File: config.mk
export PLATFORM = sky130hd
export DESIGN_NAME = sha256_stream_hasher_top
export DESIGN_NICKNAME = d
export VERILOG_FILES = /design/src/rtl/core/sha_pkg.sv /design/src/rtl/core/sha_sched.sv /design/src/rtl/core/sha_round.sv /design/src/rtl/core/sha256_stream_hasher_top.sv
export VERILOG_INCLUDE_DIRS = /design/src /design/src/rtl/core
export SDC_FILE = /design/constraint.sdc
export NUM_CORES = 2
export LEC_CHECK = 0
export ABC_AREA = 0
export ABC_CLOCK_PERIOD_IN_PS = 37400
export BUFFER_PORTS_ARGS = -buffer_cell sky130_fd_sc_hd__buf_2
export CORE_AREA = 2 2 386 388
export DETAILED_ROUTE_END_ITERATION = 12
export DIE_AREA = 0 0 388 390
export MAX_ROUTING_LAYER = met4
export PLACE_DENSITY = 0.67
export SLEW_MARGIN = 20
export SYNTH_ARGS = -nofsm -noshare
export SYNTH_HDL_FRONTEND = slang
export SYNTH_SLANG_ARGS = --single-unit
File: constraint.sdc
create_clock -name clk -period 37.4 [get_ports clk]
set_input_delay 7.48 -clock clk [delete_from_list [all_inputs] [get_ports clk]]
set_output_delay 7.48 -clock clk [all_outputs]
set_load 0.02 [all_outputs]
File: src/rtl/core/sha256_stream_hasher_top_defines.svh
// ----------------------------------------------------------------------------
// sha256_stream_hasher_top_defines.svh
// Assertion macros used by the hasher top RTL file.
// ----------------------------------------------------------------------------
`ifndef SHA256_STREAM_HASHER_TOP_DEFINES_SVH
`define SHA256_STREAM_HASHER_TOP_DEFINES_SVH

// Same-cycle implication, sampled on the rising clock edge outside reset
`define SHA_ASSERT_IMP(lbl, ante, cons, msg) \
  lbl: assert property (@(posedge clk) disable iff (!rst_n) (ante) |-> (cons)) \
    else $error(msg);

// Next-cycle implication, sampled on the rising clock edge outside reset
`define SHA_ASSERT_NXT(lbl, ante, cons, msg) \
  lbl: assert property (@(posedge clk) disable iff (!rst_n) (ante) |=> (cons)) \
    else $error(msg);

`endif

File: src/rtl/core/sha_pkg.sv
// ----------------------------------------------------------------------------
// sha_pkg
// Shared types, initial hash values and round constants of the hasher.
// ----------------------------------------------------------------------------
package sha_pkg;

  typedef logic [31:0] sha_word_t;

  // Working variables of the compression rounds
  typedef struct packed {
    sha_word_t a;
    sha_word_t b;
    sha_word_t c;
    sha_word_t d;
    sha_word_t e;
    sha_word_t f;
    sha_word_t g;
    sha_word_t h;
  } sha_vars_t;

  // Control of the message schedule shift line
  typedef struct packed {
    logic push;  // shift in a packed message word
    logic step;  // shift in the next expanded schedule word
  } sha_sched_ctrl_t;

  localparam sha_word_t SHA_IV [8] = '{
    32'h6a09e667, 32'hbb67ae85, 32'h3c6ef372, 32'ha54ff53a,
    32'h510e527f, 32'h9b05688c, 32'h1f83d9ab, 32'h5be0cd19
  };

  // Round constant for round idx
  function automatic sha_word_t sha_k(input logic [5:0] idx);
    sha_word_t k;
    case (idx)
      6'd0:  k = 32'h428a2f98;
      6'd1:  k = 32'h71374491;
      6'd2:  k = 32'hb5c0fbcf;
      6'd3:  k = 32'he9b5dba5;
      6'd4:  k = 32'h3956c25b;
      6'd5:  k = 32'h59f111f1;
      6'd6:  k = 32'h923f82a4;
      6'd7:  k = 32'hab1c5ed5;
      6'd8:  k = 32'hd807aa98;
      6'd9:  k = 32'h12835b01;
      6'd10: k = 32'h243185be;
      6'd11: k = 32'h550c7dc3;
      6'd12: k = 32'h72be5d74;
      6'd13: k = 32'h80deb1fe;
      6'd14: k = 32'h9bdc06a7;
      6'd15: k = 32'hc19bf174;
      6'd16: k = 32'he49b69c1;
      6'd17: k = 32'hefbe4786;
      6'd18: k = 32'h0fc19dc6;
      6'd19: k = 32'h240ca1cc;
      6'd20: k = 32'h2de92c6f;
      6'd21: k = 32'h4a7484aa;
      6'd22: k = 32'h5cb0a9dc;
      6'd23: k = 32'h76f988da;
      6'd24: k = 32'h983e5152;
      6'd25: k = 32'ha831c66d;
      6'd26: k = 32'hb00327c8;
      6'd27: k = 32'hbf597fc7;
      6'd28: k = 32'hc6e00bf3;
      6'd29: k = 32'hd5a79147;
      6'd30: k = 32'h06ca6351;
      6'd31: k = 32'h14292967;
      6'd32: k = 32'h27b70a85;
      6'd33: k = 32'h2e1b2138;
      6'd34: k = 32'h4d2c6dfc;
      6'd35: k = 32'h53380d13;
      6'd36: k = 32'h650a7354;
      6'd37: k = 32'h766a0abb;
      6'd38: k = 32'h81c2c92e;
      6'd39: k = 32'h92722c85;
      6'd40: k = 32'ha2bfe8a1;
      6'd41: k = 32'ha81a664b;
      6'd42: k = 32'hc24b8b70;
      6'd43: k = 32'hc76c51a3;
      6'd44: k = 32'hd192e819;
      6'd45: k = 32'hd6990624;
      6'd46: k = 32'hf40e3585;
      6'd47: k = 32'h106aa070;
      6'd48: k = 32'h19a4c116;
      6'd49: k = 32'h1e376c08;
      6'd50: k = 32'h2748774c;
      6'd51: k = 32'h34b0bcb5;
      6'd52: k = 32'h391c0cb3;
      6'd53: k = 32'h4ed8aa4a;
      6'd54: k = 32'h5b9cca4f;
      6'd55: k = 32'h682e6ff3;
      6'd56: k = 32'h748f82ee;
      6'd57: k = 32'h78a5636f;
      6'd58: k = 32'h84c87814;
      6'd59: k = 32'h8cc70208;
      6'd60: k = 32'h90befffa;
      6'd61: k = 32'ha4506ceb;
      6'd62: k = 32'hbef9a3f7;
      6'd63: k = 32'hc67178f2;
      default: k = 32'h00000000;
    endcase
    return k;
  endfunction

endpackage

File: src/rtl/core/sha_sched.sv
// ----------------------------------------------------------------------------
// sha_sched
// Message schedule: a sixteen-word shift line that takes packed message
// words and then expands them one word per round.
// ----------------------------------------------------------------------------
module sha_sched (
  input  logic                     clk,
  input  sha_pkg::sha_sched_ctrl_t ctrl,
  input  sha_pkg::sha_word_t       in_word,
  output sha_pkg::sha_word_t       w_cur
);
  import sha_pkg::*;

  sha_word_t w_r [16];
  sha_word_t w_new;
  sha_word_t sig0;
  sha_word_t sig1;

  // Small sigma functions on the fixed taps
  assign sig0 = {w_r[1][6:0], w_r[1][31:7]} ^ {w_r[1][17:0], w_r[1][31:18]}
              ^ {3'b000, w_r[1][31:3]};
  assign sig1 = {w_r[14][16:0], w_r[14][31:17]} ^ {w_r[14][18:0], w_r[14][31:19]}
              ^ {10'd0, w_r[14][31:10]};
  assign w_new = sig1 + w_r[9] + sig0 + w_r[0];

  assign w_cur = w_r[0];

  // Advance the line on a pushed word or a round step
  always_ff @(posedge clk) begin
    if (ctrl.push || ctrl.step) begin
      for (int i = 0; i < 15; i++) begin
        w_r[i] <= w_r[i + 1];
      end
      w_r[15] <= ctrl.step ? w_new : in_word;
    end
  end

endmodule

File: src/rtl/core/sha_round.sv
// ----------------------------------------------------------------------------
// sha_round
// One SHA-256 compression round, shared by all 64 rounds of a block.
// ----------------------------------------------------------------------------
module sha_round (
  input  sha_pkg::sha_vars_t v_in,
  input  sha_pkg::sha_word_t k,
  input  sha_pkg::sha_word_t w,
  output sha_pkg::sha_vars_t v_out
);
  import sha_pkg::*;

  sha_word_t big0;
  sha_word_t big1;
  sha_word_t ch;
  sha_word_t maj;
  sha_word_t t1;
  sha_word_t t2;

  // Big sigma, choose and majority
  assign big1 = {v_in.e[5:0], v_in.e[31:6]} ^ {v_in.e[10:0], v_in.e[31:11]}
              ^ {v_in.e[24:0], v_in.e[31:25]};
  assign big0 = {v_in.a[1:0], v_in.a[31:2]} ^ {v_in.a[12:0], v_in.a[31:13]}
              ^ {v_in.a[21:0], v_in.a[31:22]};
  assign ch   = (v_in.e & v_in.f) ^ (~v_in.e & v_in.g);
  assign maj  = (v_in.a & v_in.b) ^ (v_in.a & v_in.c) ^ (v_in.b & v_in.c);
  assign t1   = v_in.h + big1 + ch + k + w;
  assign t2   = big0 + maj;

  // Rotate the working variables
  always_comb begin
    v_out.h = v_in.g;
    v_out.g = v_in.f;
    v_out.f = v_in.e;
    v_out.e = v_in.d + t1;
    v_out.d = v_in.c;
    v_out.c = v_in.b;
    v_out.b = v_in.a;
    v_out.a = t1 + t2;
  end

endmodule

File: src/rtl/core/sha256_stream_hasher_top.sv
// ----------------------------------------------------------------------------
// sha256_stream_hasher_top
// Byte-stream SHA-256 hasher with one shared round unit.
// ----------------------------------------------------------------------------
// Usage:
//   The in_ channel carries one message byte per item in in_tdata and the
//   request kind in in_tuser: absorb, absorb then finish, or finish alone.
//   The out_ channel returns the eight digest words, most significant first,
//   with the word position beside each word and tlast on the eighth.
// Sequence:
//   An absorbed byte that does not fill the block leaves the hasher idle.
//   The byte that fills the 64-byte block starts the 64 rounds through the
//   single round unit, and the result is then folded into the chaining
//   state. A finish runs a set-up step, writes pad bytes up to the block
//   end, compresses and folds each padded block (two blocks when 56 or more
//   bytes are held) and then returns the eight output words.
//   in_tready is low while a block is compressed and throughout a finish.
// Reset:
//   rst_n low loads the initial hash values and clears the byte count and the
//   bit length; the block is ready as soon as reset is released.
// Stalls:
//   A digest word holds on out_tdata until it is taken; no new item is
//   accepted until the eighth word has gone.
// ----------------------------------------------------------------------------
`include "sha256_stream_hasher_top_defines.svh"

module sha256_stream_hasher_top (
  input  logic        clk,
  input  logic        rst_n,
  input  logic        in_tvalid,
  output logic        in_tready,
  input  logic [7:0]  in_tdata,   // [7:0] data_byte
  input  logic [1:0]  in_tuser,   // [1:0] req_type
  output logic        out_tvalid,
  input  logic        out_tready,
  output logic [39:0] out_tdata,  // [31:0] digest_word, [34:32] word_index, rest zero
  output logic        out_tlast   // last_word
);
  import sha_pkg::*;

  localparam logic [1:0] REQ_ABSORB     = 2'd0;
  localparam logic [1:0] REQ_ABSORB_FIN = 2'd1;
  localparam logic [1:0] REQ_FINISH     = 2'd2;

  localparam logic [2:0] ST_IDLE = 3'd0;
  localparam logic [2:0] ST_COMP = 3'd1;
  localparam logic [2:0] ST_FOLD = 3'd2;
  localparam logic [2:0] ST_FIN  = 3'd3;
  localparam logic [2:0] ST_PAD  = 3'd4;
  localparam logic [2:0] ST_OUT  = 3'd5;

  logic [2:0]  state_r, state_nxt;
  logic [5:0]  fill_r;
  logic [23:0] acc_r;
  logic [63:0] msg_bits_r;
  logic [63:0] len_r;
  logic        two_r;
  logic        first_r;
  logic        pad_mode_r;
  logic        fin_pend_r;
  logic [5:0]  rnd_r;
  logic [2:0]  oidx_r;
  sha_word_t   chain_r [8];
  sha_vars_t   v_r;
  sha_vars_t   v_round;
  sha_vars_t   v_chain;

  logic            in_acc;
  logic            out_acc;
  logic            is_absorb;
  logic            byte_wr;
  logic            block_full;
  logic            len_byte;
  logic [7:0]      pad_byte;
  logic [7:0]      byte_val;
  sha_word_t       w_cur;
  sha_sched_ctrl_t sched_ctrl;

  assign in_tready  = (state_r == ST_IDLE);
  assign in_acc     = in_tvalid && in_tready;
  assign out_tvalid = (state_r == ST_OUT);
  assign out_acc    = out_tvalid && out_tready;
  assign out_tdata  = {5'd0, oidx_r, chain_r[0]};
  assign out_tlast  = (oidx_r == 3'd7);

  // Byte source: message bytes from the input, pad bytes from the sequencer
  assign is_absorb  = in_acc && ((in_tuser == REQ_ABSORB) || (in_tuser == REQ_ABSORB_FIN));
  assign len_byte   = !first_r && !two_r && (fill_r >= 6'd56);
  assign pad_byte   = first_r ? 8'h80 : (len_byte ? len_r[63:56] : 8'h00);
  assign byte_wr    = is_absorb || (state_r == ST_PAD);
  assign byte_val   = (state_r == ST_PAD) ? pad_byte : in_tdata;
  assign block_full = byte_wr && (fill_r == 6'd63);

  assign sched_ctrl.push = byte_wr && (fill_r[1:0] == 2'b11);
  assign sched_ctrl.step = (state_r == ST_COMP);

  sha_sched u_sched (
    .clk     (clk),
    .ctrl    (sched_ctrl),
    .in_word ({acc_r, byte_val}),
    .w_cur   (w_cur)
  );

  sha_round u_round (
    .v_in  (v_r),
    .k     (sha_k(rnd_r)),
    .w     (w_cur),
    .v_out (v_round)
  );

  assign v_chain = {chain_r[0], chain_r[1], chain_r[2], chain_r[3],
                    chain_r[4], chain_r[5], chain_r[6], chain_r[7]};

  // Sequencer
  always_comb begin
    state_nxt = state_r;
    case (state_r)
      ST_IDLE: begin
        if (in_acc) begin
          case (in_tuser)
            REQ_ABSORB:     state_nxt = block_full ? ST_COMP : ST_IDLE;
            REQ_ABSORB_FIN: state_nxt = block_full ? ST_COMP : ST_FIN;
            REQ_FINISH:     state_nxt = ST_FIN;
            default:        state_nxt = ST_IDLE;
          endcase
        end
      end
      ST_COMP: begin
        if (rnd_r == 6'd63) state_nxt = ST_FOLD;
      end
      ST_FOLD: begin
        if (pad_mode_r) begin
          state_nxt = two_r ? ST_PAD : ST_OUT;
        end else begin
          state_nxt = fin_pend_r ? ST_FIN : ST_IDLE;
        end
      end
      ST_FIN: state_nxt = ST_PAD;
      ST_PAD: begin
        if (block_full) state_nxt = ST_COMP;
      end
      ST_OUT: begin
        if (out_acc && out_tlast) state_nxt = ST_IDLE;
      end
      default: state_nxt = ST_IDLE;
    endcase
  end

  // Control registers
  always_ff @(posedge clk) begin
    if (!rst_n) begin
      state_r    <= ST_IDLE;
      fill_r     <= 6'd0;
      msg_bits_r <= 64'd0;
      two_r      <= 1'b0;
      first_r    <= 1'b0;
      pad_mode_r <= 1'b0;
      fin_pend_r <= 1'b0;
      rnd_r      <= 6'd0;
      oidx_r     <= 3'd0;
      for (int i = 0; i < 8; i++) begin
        chain_r[i] <= SHA_IV[i];
      end
    end else begin
      state_r <= state_nxt;
      if (byte_wr) fill_r <= fill_r + 6'd1;
      if (state_r == ST_COMP) rnd_r <= rnd_r + 6'd1;
      if (in_acc && (in_tuser == REQ_ABSORB_FIN) && block_full) fin_pend_r <= 1'b1;
      if (state_r == ST_FIN) begin
        fin_pend_r <= 1'b0;
        pad_mode_r <= 1'b1;
        first_r    <= 1'b1;
        two_r      <= (fill_r >= 6'd56);
      end
      if (state_r == ST_PAD) first_r <= 1'b0;
      // Fold the working variables into the chaining state
      if (state_r == ST_FOLD) begin
        chain_r[0] <= chain_r[0] + v_r.a;
        chain_r[1] <= chain_r[1] + v_r.b;
        chain_r[2] <= chain_r[2] + v_r.c;
        chain_r[3] <= chain_r[3] + v_r.d;
        chain_r[4] <= chain_r[4] + v_r.e;
        chain_r[5] <= chain_r[5] + v_r.f;
        chain_r[6] <= chain_r[6] + v_r.g;
        chain_r[7] <= chain_r[7] + v_r.h;
        if (pad_mode_r) begin
          two_r <= 1'b0;
        end else begin
          msg_bits_r <= msg_bits_r + 64'd512;
        end
      end
      // Shift the digest out and the initial vector back in
      if (out_acc) begin
        for (int i = 0; i < 7; i++) begin
          chain_r[i] <= chain_r[i + 1];
        end
        chain_r[7] <= SHA_IV[oidx_r];
        oidx_r     <= oidx_r + 3'd1;
        if (out_tlast) begin
          msg_bits_r <= 64'd0;
          pad_mode_r <= 1'b0;
        end
      end
    end
  end

  // Payload registers
  always_ff @(posedge clk) begin
    if (byte_wr) acc_r <= {acc_r[15:0], byte_val};
    if (state_r == ST_FIN) begin
      len_r <= msg_bits_r + {55'd0, fill_r, 3'd0};
    end else if ((state_r == ST_PAD) && len_byte) begin
      len_r <= {len_r[55:0], 8'h00};
    end
    if (state_r == ST_COMP) begin
      v_r <= v_round;
    end else if (state_nxt == ST_COMP) begin
      v_r <= v_chain;
    end
  end

  `SHA_ASSERT_IMP(a_ready_excl, in_tready, !out_tvalid,
                  "input ready while a digest word is pending")
  `SHA_ASSERT_IMP(a_last_index, out_tvalid && out_tlast, out_tdata[34:32] == 3'd7,
                  "last digest word not at position seven")
  `SHA_ASSERT_NXT(a_round_end, (state_r == ST_COMP) && (rnd_r == 6'd63),
                  (state_r == ST_FOLD) && (rnd_r == 6'd0),
                  "round sequence did not end in the fold")
  `SHA_ASSERT_NXT(a_finish_busy, in_acc && (in_tuser == REQ_FINISH), !in_tready,
                  "finish item did not hold off the input")
  `SHA_ASSERT_NXT(a_digest_done, out_acc && out_tlast,
                  in_tready && (fill_r == 6'd0) && (msg_bits_r == 64'd0) && !pad_mode_r,
                  "state not cleared after the digest")

endmodule

==> metrics.csv <==
metric;value;unit
outcome;complete, no violations;
start_util;0.4960;
synth_warnings;0;
path_class;in2reg;
timing.fmax;0.08732;GHz
fin_tns_setup;0;ns
grt_max_degree;172;
dp.cells;8688;
ctsHoldBuffers;0;
synth_most_common_cell;nand2_1;
rsz0062_at_grt;no;
cp-end-kind;flop;
cts-root-buf;clkbuf_16;
worst_pin_slew;1.074;ns
finalMaxSlewViolations;0;
worstSetupStartpointType;input port;
cts_tree;yes;
clock_latency;0.79;ns
yosysTopAreaCell;edfxtp_1;
die_w;388;µm
ioPinCount;57;
vias;52860;
grt_usage;0.2822;
final_cell_count_no_fill;8941;
overflow;0;
drt_iter0_drc;5205;
cts_sinks;1218;
required;37.79;ns
routed_via_density;5.912;
syn2layout_area_growth;9.090;%
clk_path_buf_depth;3;
min_path_type;reg2reg;
cts_resized;0;
routedWlPerCell;23.41;µm
core;147100;µm²
clk_pin_slew;0.06;ns
synth_top_area_share;0.4559;
grt_pass1_wl;314.9;mm
cts_max_level;4;
synth_area_per_cell;10.46;µm²
die_y;390;µm
synth_edf_count;1108;
cp_max_fo;85;
synthFlopType;edfxtp_1;
postRouteAntennaNets;0;
synthTopCellsByArea;edfxtp_1, ha_1, nand2_1, fa_1, xnor2_1;
cts_setup_buffers;0;
hpwl;150.6;mm
ys_ff_latch;1218;
routed_wl;209.3;mm
max_cap_viol_count;0;
fin_ws;25.95;ns
syn_inst;6980;
netlist-cell-type-count;98;
dr.pass1.iters;6;
synth_common_cells;nand2_1, edfxtp_1, a21oi_1, inv_1, ha_1;
grt_pass1_vias;51610;
arrival;11.84;ns
antenna_found_initial;2;
post-route-period-util;0.3062;
numPortBuffers;51;
dieArea;151300;µm²
setup_viol;0;
synthesis.area;72980;µm²
hold_violations;0;
num_rows;141;
fin_skew;0.03063;ns
numCtsBuffers;138;
gp_congestion;0.9708;
synthArstFlopShare;0;
ys_seq_area_frac;0.4861;
pre_cts_ws;25.07;ns
drc_errors;0;
finalCriticalPeriod;11.45;ns
nets;7509;
drive_gt1_frac;0.05777;
maxSlewHeadroom;0.2833;
==> routing by layer <==
layer	track usage	vias up	wire, µm
met1	0.3870	25900	92570
li1	-	24590	-
met3	0.03387	398	13870
met5	-	-	0
met2	0.4215	1975	92490
met4	0.1292	0	10370
==> cell type report <==
cell class | count | area, µm²
tap | 1930 | 2415
timing repair buffer | 108 | 720.7
multi-input combinational | 5003 | 34560
inverter | 429 | 1615
clock buffer | 157 | 3567
sequential | 1218 | 35470
antenna | 1 | 2.502
fill | 12680 | 67520
clock inverter | 95 | 1259
==> state kept, by name (all words and copies together), names as in the netlist <==
register / count
acc_r: 24
chain_r: 256
fill_r: 6
fin_pend_r: 1
first_r: 1
len_r: 61
msg_bits_r: 55
oidx_r: 3
pad_mode_r: 1
rnd_r: 6
state_r: 3
two_r: 1
u_round.k: 32
u_sched.w_r: 512
v_r: 256
==> worst max-delay path: stages <==
cell,delay [ns]
buf_2,0.11
inv_1,0.10
ha_1,0.20
nor2_1,0.07
o21ai_2,0.11
buf_4,0.39
nand2_1,0.20
nand2_4,0.52
buf_4,0.79
buf_4,0.82
buf_4,0.88
==> through the flow <==
| stage | util | hold slack [ns] | cell area [µm²] |
|---|---|---|---|
| after floorplan | - | 0.4003 | 73000 |
| after global placement | 0.5083 | 0.4004 | 74790 |
| after detailed placement | 0.5083 | 0.4045 | 74790 |
| after CTS | 0.5411 | 0.4113 | 79610 |
| after global routing | 0.5411 | 0.4112 | 79620 |
| final | 0.5411 | 0.4074 | 79620 |
==> logic make-up after synthesis <==
group / after synthesis / synth area share
AO/OA/AOI/OAI: 1619 / 0.1387
XOR/XNOR: 634 / 0.07608
adder cells (fa/ha/maj): 627 / 0.1265
buffers and inverters: 763 / 0.04204
flip-flops: 1218 / 0.4861
multiplexers: 50 / 0.007063
other: 1 / 0.00005138
AND/OR/NAND/NOR: 2068 / 0.1235
==> path summary, 6_finish.rpt <==
path,from,endpoint,slack [ns],cells past startpoint
worst max-delay path,in_tuser[1],u_sched.w_r[0][44],25.95,11
worst min-delay path,u_sched.w_r[0][246],u_sched.w_r[0][214],0.41,0
worst max register to register,v_r[98],v_r[255],28.49,27
worst min register to register,u_sched.w_r[0][246],u_sched.w_r[0][214],0.41,0
==> placed cells by master, fill, tap and decap left out, types with 59 or more instances in the layout <==
master	netlist	final
nand2_1	1179	1175
fa_1	195	195
inv_1	425	425
nor2_1	368	366
a21oi_1	491	491
edfxtp_1	1108	1108
xnor2_1	381	381
nor3_1	88	88
a21o_1	183	182
dfxtp_1	110	110
ha_1	402	402
nand3_1	95	92
o21ai_0	377	376
clkbuf_16	0	140
a31oi_1	59	59
xor2_1	253	253
Power is not shown: default switching activity piles up to over one toggle a cycle in this logic, so the estimate is an artifact.
